## src/rtl/gb5_pkg.sv

```systemverilog
// Shared types, constants and kernel table for the 5x5 Gaussian blur block.
`default_nettype none

package gb5_pkg;

  // Field widths
  localparam int PIX_W  = 8;
  localparam int CFG_W  = 12;
  localparam int POS_W  = 11;
  localparam int KDIM   = 5;
  localparam int LINES  = KDIM - 1;
  localparam int MIN_DIM = 5;

  // Parameter defaults
  localparam int DEF_MAX_WIDTH  = 2048;
  localparam int DEF_MAX_HEIGHT = 2048;

  // Register reset values
  localparam logic [CFG_W-1:0] RESET_WIDTH  = 12'd640;
  localparam logic [CFG_W-1:0] RESET_HEIGHT = 12'd480;

  // APB port
  localparam int PADDR_W = 3;
  localparam int PDATA_W = 32;
  localparam logic [0:0] REG_IMAGE_WIDTH  = 1'b0;
  localparam logic [0:0] REG_IMAGE_HEIGHT = 1'b1;

  // Arithmetic widths: row sum <= 134*255, total <= 330*255
  localparam int ROW_SUM_W = 16;
  localparam int ACC_W     = 17;
  localparam logic [ACC_W-1:0] ACC_MAX = 17'd84150;

  // Divide by 330: q = (acc * M) >> 26, exact for acc < 2^17
  localparam int RECIP_W     = 18;
  localparam int RECIP_SHIFT = 26;
  localparam logic [RECIP_W-1:0] RECIP_M = 18'd203361;

  typedef logic [PIX_W-1:0] pixel_t;
  typedef logic [5:0]       weight_t;

  // Window indexed [row][col]; row 0 is the oldest line, col 0 the oldest pixel
  typedef pixel_t [KDIM-1:0][KDIM-1:0] window_t;

  localparam weight_t GAUSS_W [KDIM][KDIM] = '{
    '{6'd1, 6'd4,  6'd7,  6'd4,  6'd1},
    '{6'd4, 6'd20, 6'd33, 6'd20, 6'd4},
    '{6'd7, 6'd33, 6'd54, 6'd33, 6'd7},
    '{6'd4, 6'd20, 6'd33, 6'd20, 6'd4},
    '{6'd1, 6'd4,  6'd7,  6'd4,  6'd1}
  };

  typedef struct packed {
    logic [CFG_W-1:0] image_width;
    logic [CFG_W-1:0] image_height;
  } cfg_t;

  // Per-word control traveling alongside the window
  typedef struct packed {
    logic             valid;
    logic             produce;
    logic [POS_W-1:0] center_col;
    logic [POS_W-1:0] center_row;
  } win_ctl_t;

endpackage

`default_nettype wire

```

## src/rtl/gb5_cfg_regs.sv

```systemverilog
// APB configuration registers: image width and height.
`default_nettype none

module gb5_cfg_regs (
  input  wire logic                          clk,
  input  wire logic                          rst,
  input  wire logic                          psel,
  input  wire logic                          penable,
  input  wire logic                          pwrite,
  input  wire logic [gb5_pkg::PADDR_W-1:0]   paddr,
  input  wire logic [gb5_pkg::PDATA_W-1:0]   pwdata,
  output      logic [gb5_pkg::PDATA_W-1:0]   prdata,
  output      logic                          pready,
  output      gb5_pkg::cfg_t                 cfg
);

  logic wr_en;
  logic [0:0] reg_sel;

  assign pready  = 1'b1;
  assign wr_en   = psel && penable && pwrite;
  assign reg_sel = paddr[2:2];

  // Register writes
  always_ff @(posedge clk) begin
    if (rst) begin
      cfg.image_width  <= gb5_pkg::RESET_WIDTH;
      cfg.image_height <= gb5_pkg::RESET_HEIGHT;
    end else if (wr_en) begin
      case (reg_sel)
        gb5_pkg::REG_IMAGE_WIDTH:  cfg.image_width  <= pwdata[gb5_pkg::CFG_W-1:0];
        gb5_pkg::REG_IMAGE_HEIGHT: cfg.image_height <= pwdata[gb5_pkg::CFG_W-1:0];
        default: ;
      endcase
    end
  end

  // Read mux
  always_comb begin
    case (reg_sel)
      gb5_pkg::REG_IMAGE_WIDTH:  prdata = gb5_pkg::PDATA_W'(cfg.image_width);
      gb5_pkg::REG_IMAGE_HEIGHT: prdata = gb5_pkg::PDATA_W'(cfg.image_height);
      default:                   prdata = '0;
    endcase
  end

endmodule

`default_nettype wire

```

## config.mk

```make
export PLATFORM = sky130hd
export DESIGN_NAME = gb5_cfg_regs
export DESIGN_NICKNAME = d
export VERILOG_FILES = /design/src/rtl/gb5_pkg.sv /design/src/rtl/gb5_cfg_regs.sv
export SDC_FILE = /design/constraint.sdc
export NUM_CORES = 1
export LEC_CHECK = 0
export BUFFER_PORTS_ARGS = -buffer_cell sky130_fd_sc_hd__buf_2
export CELL_PAD_IN_SITES_DETAIL_PLACEMENT = 0
export CELL_PAD_IN_SITES_GLOBAL_PLACEMENT = 1
export CORE_MARGIN = 8
export CORE_UTILIZATION = 28
export CTS_BUF_LIST = sky130_fd_sc_hd__clkbuf_16
export DETAILED_ROUTE_END_ITERATION = 7
export PLACE_DENSITY = 0.86
export SLEW_MARGIN = 5
export SYNTH_ARGS = -nofsm -noshare
export SYNTH_HDL_FRONTEND = slang
export SYNTH_SLANG_ARGS = --single-unit
```

## constraint.sdc

```tcl
create_clock -name clk -period 1 [get_ports clk]
set_input_delay 0.1 -clock clk [delete_from_list [all_inputs] [get_ports clk]]
set_output_delay 0.1 -clock clk [all_outputs]
set_load 0.05 [all_outputs]
```

==> results.md <==
- Outcome: finished with violations
- Violated checks: negative setup slack
- I/O pin total: 97
- H-tree depth: 1
- Switching Fraction: 31.30%
- Routability cong.: 0.6906
- # setup viols final: 12
- Clock latency on the worst-skew pair: ~250 ps
- Worst relative slew slack: 64.78%
- Residual DRC: 0
- Logic pwr share: a little over a quarter
- Seq/Total Area, Yosys: 35.96%
- Setup crit end kind: primary output
- Mean routed wirelength per cell: 13.72 µm
- RSZ-0062 raised after global routing: true
- Cell Area, Synth: 1336 µm²
- Hold_buf cts: 0
- WHS: 112.5 ps
- Total core area: approximately 4700 µm²
- Core Rows: 25
- Die area: 7239 µm²
- Measured slew at the worst slew-check pin: about 530 ps
- Avg Inst Size Synth: between 9 and 10 µm²
- Area grow syn2layout: 54.21%
- Placed Area: 1663 µm²
- Max-slew violation count: 0
- Starting DRT DRC Count: 19
- First-pass GRT wire length: 5768 µm
- Synthesized flop and latch total: 24
- CTS tree: built
- Vias in the first global route: 1206
- Die height: around 85 µm
- Placed Cells: 239
- Vias per cell: 4.171
- Die Width: 85.08 µm
- Clk pwr share: 34.4%
- Leak Pwr: 0.9811 nW
- Largest net degree at the start of global routing: 41
- Hold Violations, Final: 0
- Period minus WS final: 1107 ps
- 1st-pass router iterations: 3
- Synth cell types: 13
- Crit path launch type: flop
- Via Count: 1072
- Switch Pwr: ~0.79 mW
- Largest area contributor in the netlist: dfxtp_1
- Max Fclk: approximately 0.9 GHz
- Clock skew: 0 ps
- Routed Antenna Nets: 0
- GRT overflow: 0
- Clock sinks: 24
- Arrival time at the worst endpoint: 1010 ps
- Root Buffer: clkbuf_16
- Final Util: about 44%
- Post-DP HPWL: 2578 µm
- Crit path required time: 900 ps
- Clock slew at reported path FFs: 60 ps
- Nets: 244
- Fin worst setup slack: -106.7 ps
- Top-area cell type share of the netlist area: 35.96%
- Detailed-route wire length: 3525 µm
- Post-route insts no fill: between 200 and 300
- Cells after synthesis: 135
- I/O Buffers: 53
- Worst-case clock buffer depth: 2
- Top flop regs: cfg x24
- Most frequent cells in the layout: nand2b_1 (29), buf_2 (29), mux2i_1 (24), dfxtp_2 (24), conb_1 (21)
- Internal Power: 1.734 mW
- Tot GR Track Use: 9.639%
- Area contributors post-synth: dfxtp_1 (36%), mux2i_1 (18%), nand2b_1 (14%)
- Fin area: slightly above 2000 µm²
- Hold Crit Class: in2reg
- Largest Register: cfg
- Antenna violations before repair: 0
- Warnings from Yosys: 0
- Setup Crit Path Kind: reg2out
- Initial Util: 28.67%
- Inserted Clock Buffers: 3
- Max rail drop VDD: 0.0006156 V
- Sequential power share: around 39%
- Power Dens Cells: between 1000 and 1500 nW/µm²
- Largest register FFs: 24
- Crit-path max FO: 3
- Final period util: 110.7%
- Fraction of layout cells with a size suffix above 1: 56.16%
- Ant. Diodes: 0
- Max_cap viols: 0
==> kinds of logic (layout without fill, tap and decap cells) <==
family / count (synthesis) / count (layout) / synth area share (%)
other: 2 / 21 / 0.5620
buffers and inverters: 29 / 78 / 15.73
and+or+nand+nor: 44 / 44 / 19.66
muxes: 36 / 36 / 28.09
DFF: 24 / 24 / 35.95
==> what timing repair did <==
action	4_1_cts	5_1_grt
buffers inserted	13	1
gates resized for setup	49	16
endpoints found under the setup margin	12	23
hold endpoints to repair	0	0
==> metal layers <==
| layer | share of wire, % | global-route usage (%) |
|---|---|---|
| met2 | 51 | 17.26 |
| met5 | 0 | 0 |
| met1 | 42 | 10.53 |
| met4 | 1.0 | 4.369 |
| met3 | 5.4 | 2.124 |
==> worst max-delay path, stage by stage, from the launching register on <==
cell and delay, ps:
dfxtp_2 320, mux2_4 280, buf_8 150
==> power groups by stage <==
stage | logic [mW] | registers, mW | clock network (mW)
finish | 0.661 | 0.994 | 0.868
global route | 0.696 | 0.997 | 0.921
CTS | 0.644 | 0.994 | 0.895
detailed placement | 0.572 | 1.02 | 0
global placement | 0.568 | 1.02 | 0
floorplan | 0.435 | 1.09 | 0
==> Yosys cell counts (all sizes together) <==
master   n
nand2b  29
buf     25
dfxtp   24
mux2i   24
mux2    12
nor2    11
clkbuf   4
conb     2
and4     1
and4b    1
nand4    1
nand4b   1
==> path summary, 6_finish.rpt <==
kind | cells past startpoint | slack, ps | end | from
worst max-delay path | 2 | -110 | prdata[5] | cfg[17]$_SDFFE_PP0P_
worst min-delay path | 3 | 110 | cfg[17]$_SDFFE_PP0P_ | pwdata[5]
worst max register to register | 4 | 140 | cfg[21]$_SDFFE_PP1P_ | cfg[21]$_SDFFE_PP1P_
worst min register to register | 2 | 480 | cfg[13]$_SDFFE_PP0P_ | cfg[13]$_SDFFE_PP0P_
==> cell type report <==
class                      instances  area (µm²)
fill                             448        2600
multi-input combinational        101       750.7
timing repair buffer              74       653.1
sequential                        24       510.5
clock buffer                       3       75.07
tap                               54       67.56
clock inverter                     1       3.754
==> stage by stage <==
stage          TNS [ps]  setup slack, ps  power, mW
6_report          -1183           -106.7      2.523
5_1_grt           -1461           -133.0      2.615
4_1_cts           -1254           -108.8      2.533
3_5_place_dp      -1466           -92.68      1.590
3_3_place_gp      -1218           -86.12      1.585
2_1_floorplan         0            42.30      1.525
Power figures use the tool's default switching activity.
