<file path="config.mk">
export PLATFORM = sky130hd
export DESIGN_NAME = gb5_filter_flat
export DESIGN_NICKNAME = d
export VERILOG_FILES = /design/src/rtl/gb5_pkg.sv /design/src/rtl/gb5_if.sv /design/src/rtl/gb5_filter.sv /design/src/flat_wrapper.sv
export SDC_FILE = /design/constraint.sdc
export NUM_CORES = 1
export LEC_CHECK = 0
export BUFFER_PORTS_ARGS = -buffer_cell sky130_fd_sc_hd__buf_2
export CAP_MARGIN = 20
export CORE_MARGIN = 5
export CORE_UTILIZATION = 55
export DETAILED_ROUTE_END_ITERATION = 8
export GPL_TIMING_DRIVEN = 0
export PLACE_DENSITY_LB_ADDON = 0.1
export SLEW_MARGIN = 20
export SYNTH_ARGS = -nofsm -noshare
export SYNTH_HDL_FRONTEND = slang
export SYNTH_SLANG_ARGS = --single-unit
</file>
<file path="constraint.sdc">
create_clock -name clk -period 7.3 [get_ports clk]
set_input_delay 1.46 -clock clk [delete_from_list [all_inputs] [get_ports clk]]
set_output_delay 1.46 -clock clk [all_outputs]
set_load 0.01 [all_outputs]
</file>
<file path="src/rtl/gb5_pkg.sv">
// Shared types, constants and kernel table for the 5x5 Gaussian blur block.
`default_nettype none

package gb5_pkg;

  // Field widths
  localparam int PIX_W  = 8;
  localparam int CFG_W  = 12;
  localparam int POS_W  = 11;
  localparam int KDIM   = 5;
  localparam int LINES  = KDIM - 1;
  localparam int MIN_DIM = 5;

  // Parameter defaults
  localparam int DEF_MAX_WIDTH  = 2048;
  localparam int DEF_MAX_HEIGHT = 2048;

  // Register reset values
  localparam logic [CFG_W-1:0] RESET_WIDTH  = 12'd640;
  localparam logic [CFG_W-1:0] RESET_HEIGHT = 12'd480;

  // APB port
  localparam int PADDR_W = 3;
  localparam int PDATA_W = 32;
  localparam logic [0:0] REG_IMAGE_WIDTH  = 1'b0;
  localparam logic [0:0] REG_IMAGE_HEIGHT = 1'b1;

  // Arithmetic widths: row sum <= 134*255, total <= 330*255
  localparam int ROW_SUM_W = 16;
  localparam int ACC_W     = 17;
  localparam logic [ACC_W-1:0] ACC_MAX = 17'd84150;

  // Divide by 330: q = (acc * M) >> 26, exact for acc < 2^17
  localparam int RECIP_W     = 18;
  localparam int RECIP_SHIFT = 26;
  localparam logic [RECIP_W-1:0] RECIP_M = 18'd203361;

  typedef logic [PIX_W-1:0] pixel_t;
  typedef logic [5:0]       weight_t;

  // Window indexed [row][col]; row 0 is the oldest line, col 0 the oldest pixel
  typedef pixel_t [KDIM-1:0][KDIM-1:0] window_t;

  localparam weight_t GAUSS_W [KDIM][KDIM] = '{
    '{6'd1, 6'd4,  6'd7,  6'd4,  6'd1},
    '{6'd4, 6'd20, 6'd33, 6'd20, 6'd4},
    '{6'd7, 6'd33, 6'd54, 6'd33, 6'd7},
    '{6'd4, 6'd20, 6'd33, 6'd20, 6'd4},
    '{6'd1, 6'd4,  6'd7,  6'd4,  6'd1}
  };

  typedef struct packed {
    logic [CFG_W-1:0] image_width;
    logic [CFG_W-1:0] image_height;
  } cfg_t;

  // Per-word control traveling alongside the window
  typedef struct packed {
    logic             valid;
    logic             produce;
    logic [POS_W-1:0] center_col;
    logic [POS_W-1:0] center_row;
  } win_ctl_t;

endpackage

`default_nettype wire

</file>
<file path="src/rtl/gb5_if.sv">
// Valid/ready stream interfaces for pixel input and blurred result output.
`default_nettype none


interface gb5_res_if;
  logic                      valid;
  logic                      ready;
  logic [gb5_pkg::PIX_W-1:0] blurred_pixel;
  logic [gb5_pkg::POS_W-1:0] center_col;
  logic [gb5_pkg::POS_W-1:0] center_row;

  modport source (output valid, output blurred_pixel, output center_col, output center_row,
                  input ready);
  modport sink   (input valid, input blurred_pixel, input center_col, input center_row,
                  output ready);
endinterface

`default_nettype wire

</file>
<file path="src/rtl/gb5_filter.sv">
// Kernel weighting, sum, divide by 330 and the result output register.
`default_nettype none

module gb5_filter (
  input  wire logic              clk,
  input  wire logic              rst,
  input  wire gb5_pkg::win_ctl_t ctl,
  input  wire gb5_pkg::window_t  win,
  output      logic              adv,
  gb5_res_if.source              res
);

  localparam int KDIM      = gb5_pkg::KDIM;
  localparam int POS_W     = gb5_pkg::POS_W;
  localparam int PIX_W     = gb5_pkg::PIX_W;
  localparam int ROW_SUM_W = gb5_pkg::ROW_SUM_W;
  localparam int ACC_W     = gb5_pkg::ACC_W;
  localparam int PROD_W    = gb5_pkg::ACC_W + gb5_pkg::RECIP_W;

  logic [ROW_SUM_W-1:0] row_sum [KDIM];
  logic [ACC_W-1:0]     acc_next;
  logic [PROD_W-1:0]    quot_prod;

  // Stage 3: row sums
  logic                 s3_valid, s3_produce;
  logic [POS_W-1:0]     s3_cc, s3_cr;
  logic [ROW_SUM_W-1:0] s3_row [KDIM];

  // Stage 4: full weighted sum
  logic                 s4_valid, s4_produce;
  logic [POS_W-1:0]     s4_cc, s4_cr;
  logic [ACC_W-1:0]     s4_acc;

  // Output register
  logic                 out_valid;
  logic [PIX_W-1:0]     out_pix;
  logic [POS_W-1:0]     out_cc, out_cr;

  // Whole pipeline moves when the output register is free or being taken
  assign adv = !out_valid || res.ready;

  // Weighted row sums over the window
  always_comb begin
    for (int r = 0; r < KDIM; r++) begin
      row_sum[r] = '0;
      for (int c = 0; c < KDIM; c++) begin
        row_sum[r] = row_sum[r] +
                     ROW_SUM_W'(win[r][c]) * ROW_SUM_W'(gb5_pkg::GAUSS_W[r][c]);
      end
    end
  end

  // Total of row sums
  always_comb begin
    acc_next = '0;
    for (int r = 0; r < KDIM; r++) begin
      acc_next = acc_next + ACC_W'(s3_row[r]);
    end
  end

  // Divide by 330 through reciprocal multiply
  assign quot_prod = PROD_W'(s4_acc) * PROD_W'(gb5_pkg::RECIP_M);

  always_ff @(posedge clk) begin
    if (rst) begin
      s3_valid  <= 1'b0;
      s4_valid  <= 1'b0;
      out_valid <= 1'b0;
    end else if (adv) begin
      s3_valid  <= ctl.valid;
      s4_valid  <= s3_valid;
      out_valid <= s4_valid && s4_produce;
    end
    if (adv) begin
      s3_produce <= ctl.produce;
      s3_cc      <= ctl.center_col;
      s3_cr      <= ctl.center_row;
      s3_row     <= row_sum;
      s4_produce <= s3_produce;
      s4_cc      <= s3_cc;
      s4_cr      <= s3_cr;
      s4_acc     <= acc_next;
      out_pix    <= quot_prod[gb5_pkg::RECIP_SHIFT +: PIX_W];
      out_cc     <= s4_cc;
      out_cr     <= s4_cr;
    end
  end

  assign res.valid         = out_valid;
  assign res.blurred_pixel = out_pix;
  assign res.center_col    = out_cc;
  assign res.center_row    = out_cr;

  a_result_loaded: assert property (@(posedge clk) disable iff (rst)
    (adv && s4_valid && s4_produce) |=> res.valid)
    else $error("finished word did not reach the output register");

  a_no_spurious_result: assert property (@(posedge clk) disable iff (rst)
    (adv && !(s4_valid && s4_produce)) |=> !res.valid)
    else $error("result shown without a producing word");

  // Border words may carry line store entries not yet written this frame
  a_sum_in_range: assert property (@(posedge clk) disable iff (rst)
    (s4_valid && s4_produce) |-> (s4_acc <= gb5_pkg::ACC_MAX))
    else $error("weighted sum exceeds the kernel bound");

endmodule

`default_nettype wire

</file>
<file path="src/flat_wrapper.sv">
// flat-port wrapper written by rule: the top's interface ports become plain ports
module gb5_filter_flat 
  (clk, rst, ctl, win, adv, res_valid, res_blurred_pixel, res_center_col, res_center_row, res_ready);
  gb5_res_if res_i ();
  input  wire logic clk;
  input  wire logic rst;
  input  wire gb5_pkg::win_ctl_t ctl;
  input  wire gb5_pkg::window_t win;
  output      logic adv;
  output wire logic [$bits(res_i.valid)-1:0] res_valid;
  output wire logic [$bits(res_i.blurred_pixel)-1:0] res_blurred_pixel;
  output wire logic [$bits(res_i.center_col)-1:0] res_center_col;
  output wire logic [$bits(res_i.center_row)-1:0] res_center_row;
  input wire logic [$bits(res_i.ready)-1:0] res_ready;
  assign res_valid = res_i.valid;
  assign res_blurred_pixel = res_i.blurred_pixel;
  assign res_center_col = res_i.center_col;
  assign res_center_row = res_i.center_row;
  assign res_i.ready = res_ready;
  gb5_filter u_core (.clk(clk), .rst(rst), .ctl(ctl), .win(win), .adv(adv), .res(res_i));
endmodule
</file>
==> impl_metrics.sql <==
INSERT INTO impl_metrics (metric_group, metric, value, unit) VALUES
('placement', 'placedInstanceArea', '0.0242', 'mm^2'),
('worst_setup_path', 'startpoint_type', 'input port', ''),
('run_status', 'result_of_the_run', 'finished clean', ''),
('timing', 'final.setup.tns', '0', 'ns'),
('synthesis', 'synthXorXnorAreaFrac', '5.18', '%'),
('grt', 'antenna_found_initial', '1', ''),
('floorplanning', 'die_span_x', '211', 'um'),
('clocking', 'ctsRootBufferMaster', 'clkbuf_16', ''),
('clocking', 'cts_num_sinks', '170', ''),
('synthesis', 'yosysTopAreaCellShare', '26.2', '%'),
('cells_and_area', 'summed_area_of_non_filler_cells_in_the_final_layout', '0.0250', 'mm^2'),
('timing', 'worstMarginPinSlew', '0.504', 'ns'),
('detailed_routing', 'vias', '14100', ''),
('synthesis', 'synth_top_family_by_area', 'adder cells', ''),
('placement', 'portBuffers', '258', ''),
('worst_setup_path', 'critPathBufInv', '4', ''),
('worst_setup_path', 'critical_path.endpoint_type', 'register', ''),
('clocking', 'ctsLongestPathBuffers', '2', ''),
('clocking', 'clk_latency', '0.43', 'ns'),
('detailed_routing', 'detailed_route_wire_length', '42.1', 'mm'),
('grt', 'grt_pass1_vias', '15200', ''),
('synthesis', 'flops_latches_synth', '170', ''),
('synthesis', 'synth-edff-count', '167', ''),
('detailed_routing', 'antenna_violating_nets_post_route', '0', ''),
('floorplanning', 'initial_core_util', '55.7', '%'),
('grt', 'globalRouteTotalUtil', '19.9', '%'),
('timing', 'final_period_minus_worst_setup_slack', '7.08', 'ns'),
('synthesis', 'netlist-cell-type-count', '47', ''),
('floorplanning', 'pin_count', '259', ''),
('floorplanning', 'dieHeight', '211', 'um'),
('timing', 'finalSetupViolCount', '0', ''),
('placement', 'gpl.final_weighted_congestion', '0.855', ''),
('grt', 'grt_pass1_wl', '71.6', 'mm'),
('clocking', 'cts-buffers-inserted', '17', ''),
('synthesis', 'synth-warning-count', '0', ''),
('placement', 'post-place-ws', '-0.617', 'ns'),
('timing', 'fmax', '0.141', 'GHz'),
('run', 'timing.max_cap.violations', '0', ''),
('synthesis', 'synth_largest_area_cell', 'fa_1', ''),
('synthesis', 'synth_compound_gate_area_share', '7.00', '%'),
('grt', 'grt_overflow', '0', ''),
('cells_and_area', 'num_antenna_cells', '0', ''),
('worst_hold_path', 'hold_class', 'reg -> reg', ''),
('detailed_routing', 'dr.first_iter.drc_count', '504', ''),
('worst_setup_path', 'required', '7.47', 'ns'),
('floorplanning', 'dieArea', '0.0444', 'mm^2'),
('synthesis', 'postSynthAreaPerCell', '10.8', 'um^2'),
('synthesis', 'synthAdderAreaFrac', '51.3', '%'),
('detailed_routing', 'via_per_inst', '4.90', ''),
('worst_setup_path', 'worst_ep_arrival_time', '7.25', 'ns'),
('detailed_routing', 'drt-pass1-iter-count', '4', ''),
('cells_and_area', 'layout.core_utilization', '62.8', '%'),
('timing', 'slew_headroom', '65.5', '%'),
('worst_setup_path', 'critical_path.cell_chain', 'buf_2, inv_1, fa_1, inv_1, ha_4, ha_4, fa_2, fa_2, a21o_1, a21oi_2, o21bai_2, a21oi_4, xor2_2, fa_1, fa_1, fa_1, inv_2, ha_4, a21o_1, a31o_1, a41o_1, o41ai_2, xnor2_1', ''),
('synthesis', 'muxShareOfSynthArea', '0.136', '%'),
('worst_setup_path', 'cpLargestDelayFamily', 'adder cells', ''),
('clocking', 'cts_max_level', '4', ''),
('synthesis', 'simple_gate_fraction_of_synth_area', '3.52', '%'),
('clocking', 'hold_buffers', '0', ''),
('synthesis', 'synth_area', '0.0221', 'mm^2'),
('synthesis', 'synthCells', '2043', ''),
('detailed_routing', 'routedWlPerCell', '14.7', 'um'),
('floorplanning', 'area_inside_the_core_boundary', '0.0397', 'mm^2'),
('floorplanning', 'fp-row-count', '73', ''),
('cells_and_area', 'final_layout_size_suffix_gt1_share', '14.3', '%'),
('timing', 'clock-skew-final', '0.00836', 'ns'),
('worst_setup_path', 'r2r_slack', '1.53', 'ns'),
('cells_and_area', 'area_growth_syn_to_layout', '12.7', '%'),
('worst_setup_path', 'worstPathMaxFanout', '3', ''),
('placement', 'dp_hpwl', '37.5', 'mm'),
('worst_setup_path', 'crit_path_frequent_cell', 'fa_1', '');
## flip-flops by register name (all words and copies together) (netlist names)
name                      count
u_core.s3_row                74
u_core.s4_acc                17
u_core.res.center_col        11
u_core.res.center_row        11
u_core.s3_cc                 11
u_core.s3_cr                 11
u_core.s4_cc                 11
u_core.s4_cr                 11
u_core.res.blurred_pixel      8
u_core.res.valid              1
u_core.s3_produce             1
u_core.s3_valid               1
u_core.s4_produce             1
u_core.s4_valid               1
## kinds of logic after synthesis
logic type	Yosys count
xor+xnor	131
mux	3
compound gates	252
buf+inv	586
other cells	1
flops	170
simple gates	167
fa+ha+maj	733
## synthesized netlist by cell type (5+ instances only)
cell type / number
nand2_1: 37
xor2_1: 34
or2_2: 6
nand2b_1: 9
fa_1: 290
nor2_1: 54
edfxtp_1: 167
nor2b_1: 18
a211oi_1: 5
o21a_1: 9
a21oi_1: 96
a21boi_1: 7
a21o_1: 34
o21ai_0: 11
o21bai_1: 25
inv_1: 583
o2111ai_1: 5
xnor2_1: 97
nand3_1: 21
o21ai_1: 41
nor3_1: 12
ha_1: 443
## placed cells by master (no fill, tap or decap), types with 4 or more instances in the layout
| cell | Yosys | routed |
|---|---|---|
| a21o_1 | 34 | 34 |
| ha_1 | 443 | 435 |
| nor2b_1 | 18 | 18 |
| edfxtp_1 | 167 | 167 |
| inv_2 | 2 | 6 |
| nor3_1 | 12 | 12 |
| a211oi_1 | 5 | 5 |
| a21oi_1 | 96 | 90 |
| inv_6 | 0 | 4 |
| xor2_1 | 34 | 32 |
| buf_2 | 0 | 258 |
| inv_1 | 583 | 579 |
| or2_2 | 6 | 6 |
| o21a_1 | 9 | 9 |
| buf_4 | 0 | 4 |
| ha_4 | 0 | 7 |
| o2111ai_1 | 5 | 5 |
| a21oi_2 | 3 | 8 |
| fa_1 | 290 | 288 |
| xnor2_1 | 97 | 94 |
| a21boi_1 | 7 | 7 |
| nor2_1 | 54 | 54 |
| nand2_1 | 37 | 37 |
| nand3_1 | 21 | 21 |
| o21bai_1 | 25 | 24 |
| o21ai_1 | 41 | 39 |
| clkbuf_16 | 0 | 17 |
| nand2b_1 | 9 | 8 |
| o21ai_0 | 11 | 11 |
## worst register-to-register path, stage by stage (launching register included)
cell and delay (ns):
edfxtp_1 0.52, inv_1 0.09, ha_1 0.37, fa_1 0.51, fa_1 0.51, inv_1 0.05, fa_1 0.52, fa_1 0.53
fa_1 0.44, ha_1 0.33, nand3_1 0.14, nor4_1 0.43, nor2_1 0.08, a31oi_1 0.34, nor2_1 0.13, o2111ai_1 0.30
a21oi_1 0.13, xnor2_1 0.13
## cell type report
type | instances | area, um^2
Multi-Input combinational cell | 1288 | 15000
Fill cell | 3252 | 14800
Sequential cell | 170 | 5070
Inverter | 585 | 2200
Timing Repair Buffer | 265 | 1400
Tap cell | 525 | 657
Clock buffer | 18 | 429
Clock inverter | 14 | 145
Buffer | 1 | 3.75
## routing by layer
| metal | global-route usage, % | vias up | part of all wire [%] |
|---|---|---|---|
| met5 | 0 | - | 0.031 |
| met4 | 3.49 | 2 | 1.1 |
| met3 | 2.55 | 34 | 4.1 |
| met2 | 34.7 | 208 | 50 |
| met1 | 27.1 | 6711 | 45 |
| li1 | - | 7102 | - |
## through the flow
stage | hold slack (ns) | cells
after floorplan | 0.400 | 2044
after global placement | 0.401 | 2827
after detailed placement | 0.406 | 2830
after CTS | 0.415 | 2863
after global routing | 0.422 | 2866
final | 0.416 | 2866
## final timing paths
check                                endpoint  depth (start not counted)         startpoint
setup reg to reg  u_core.res.blurred_pixel[7]                         17  u_core.s4_acc[15]
setup / recovery            u_core.s3_row[46]                         23            win[81]
hold reg to reg               u_core.s4_cc[4]                          0    u_core.s3_cc[4]
hold / removal                u_core.s4_cc[4]                          0    u_core.s3_cc[4]
## what timing repair did
| action | 4_1_cts | 5_1_grt |
|---|---|---|
| setup buffers | 1 | 3 |
| resized for setup | 13 | 15 |
| cloned | 0 | 0 |
| pin swaps | 13 | 20 |
| endpoints found under the setup margin | 3 | 4 |
Power is not shown: default switching activity piles up to over one toggle a cycle in this logic, so the estimate is an artifact.
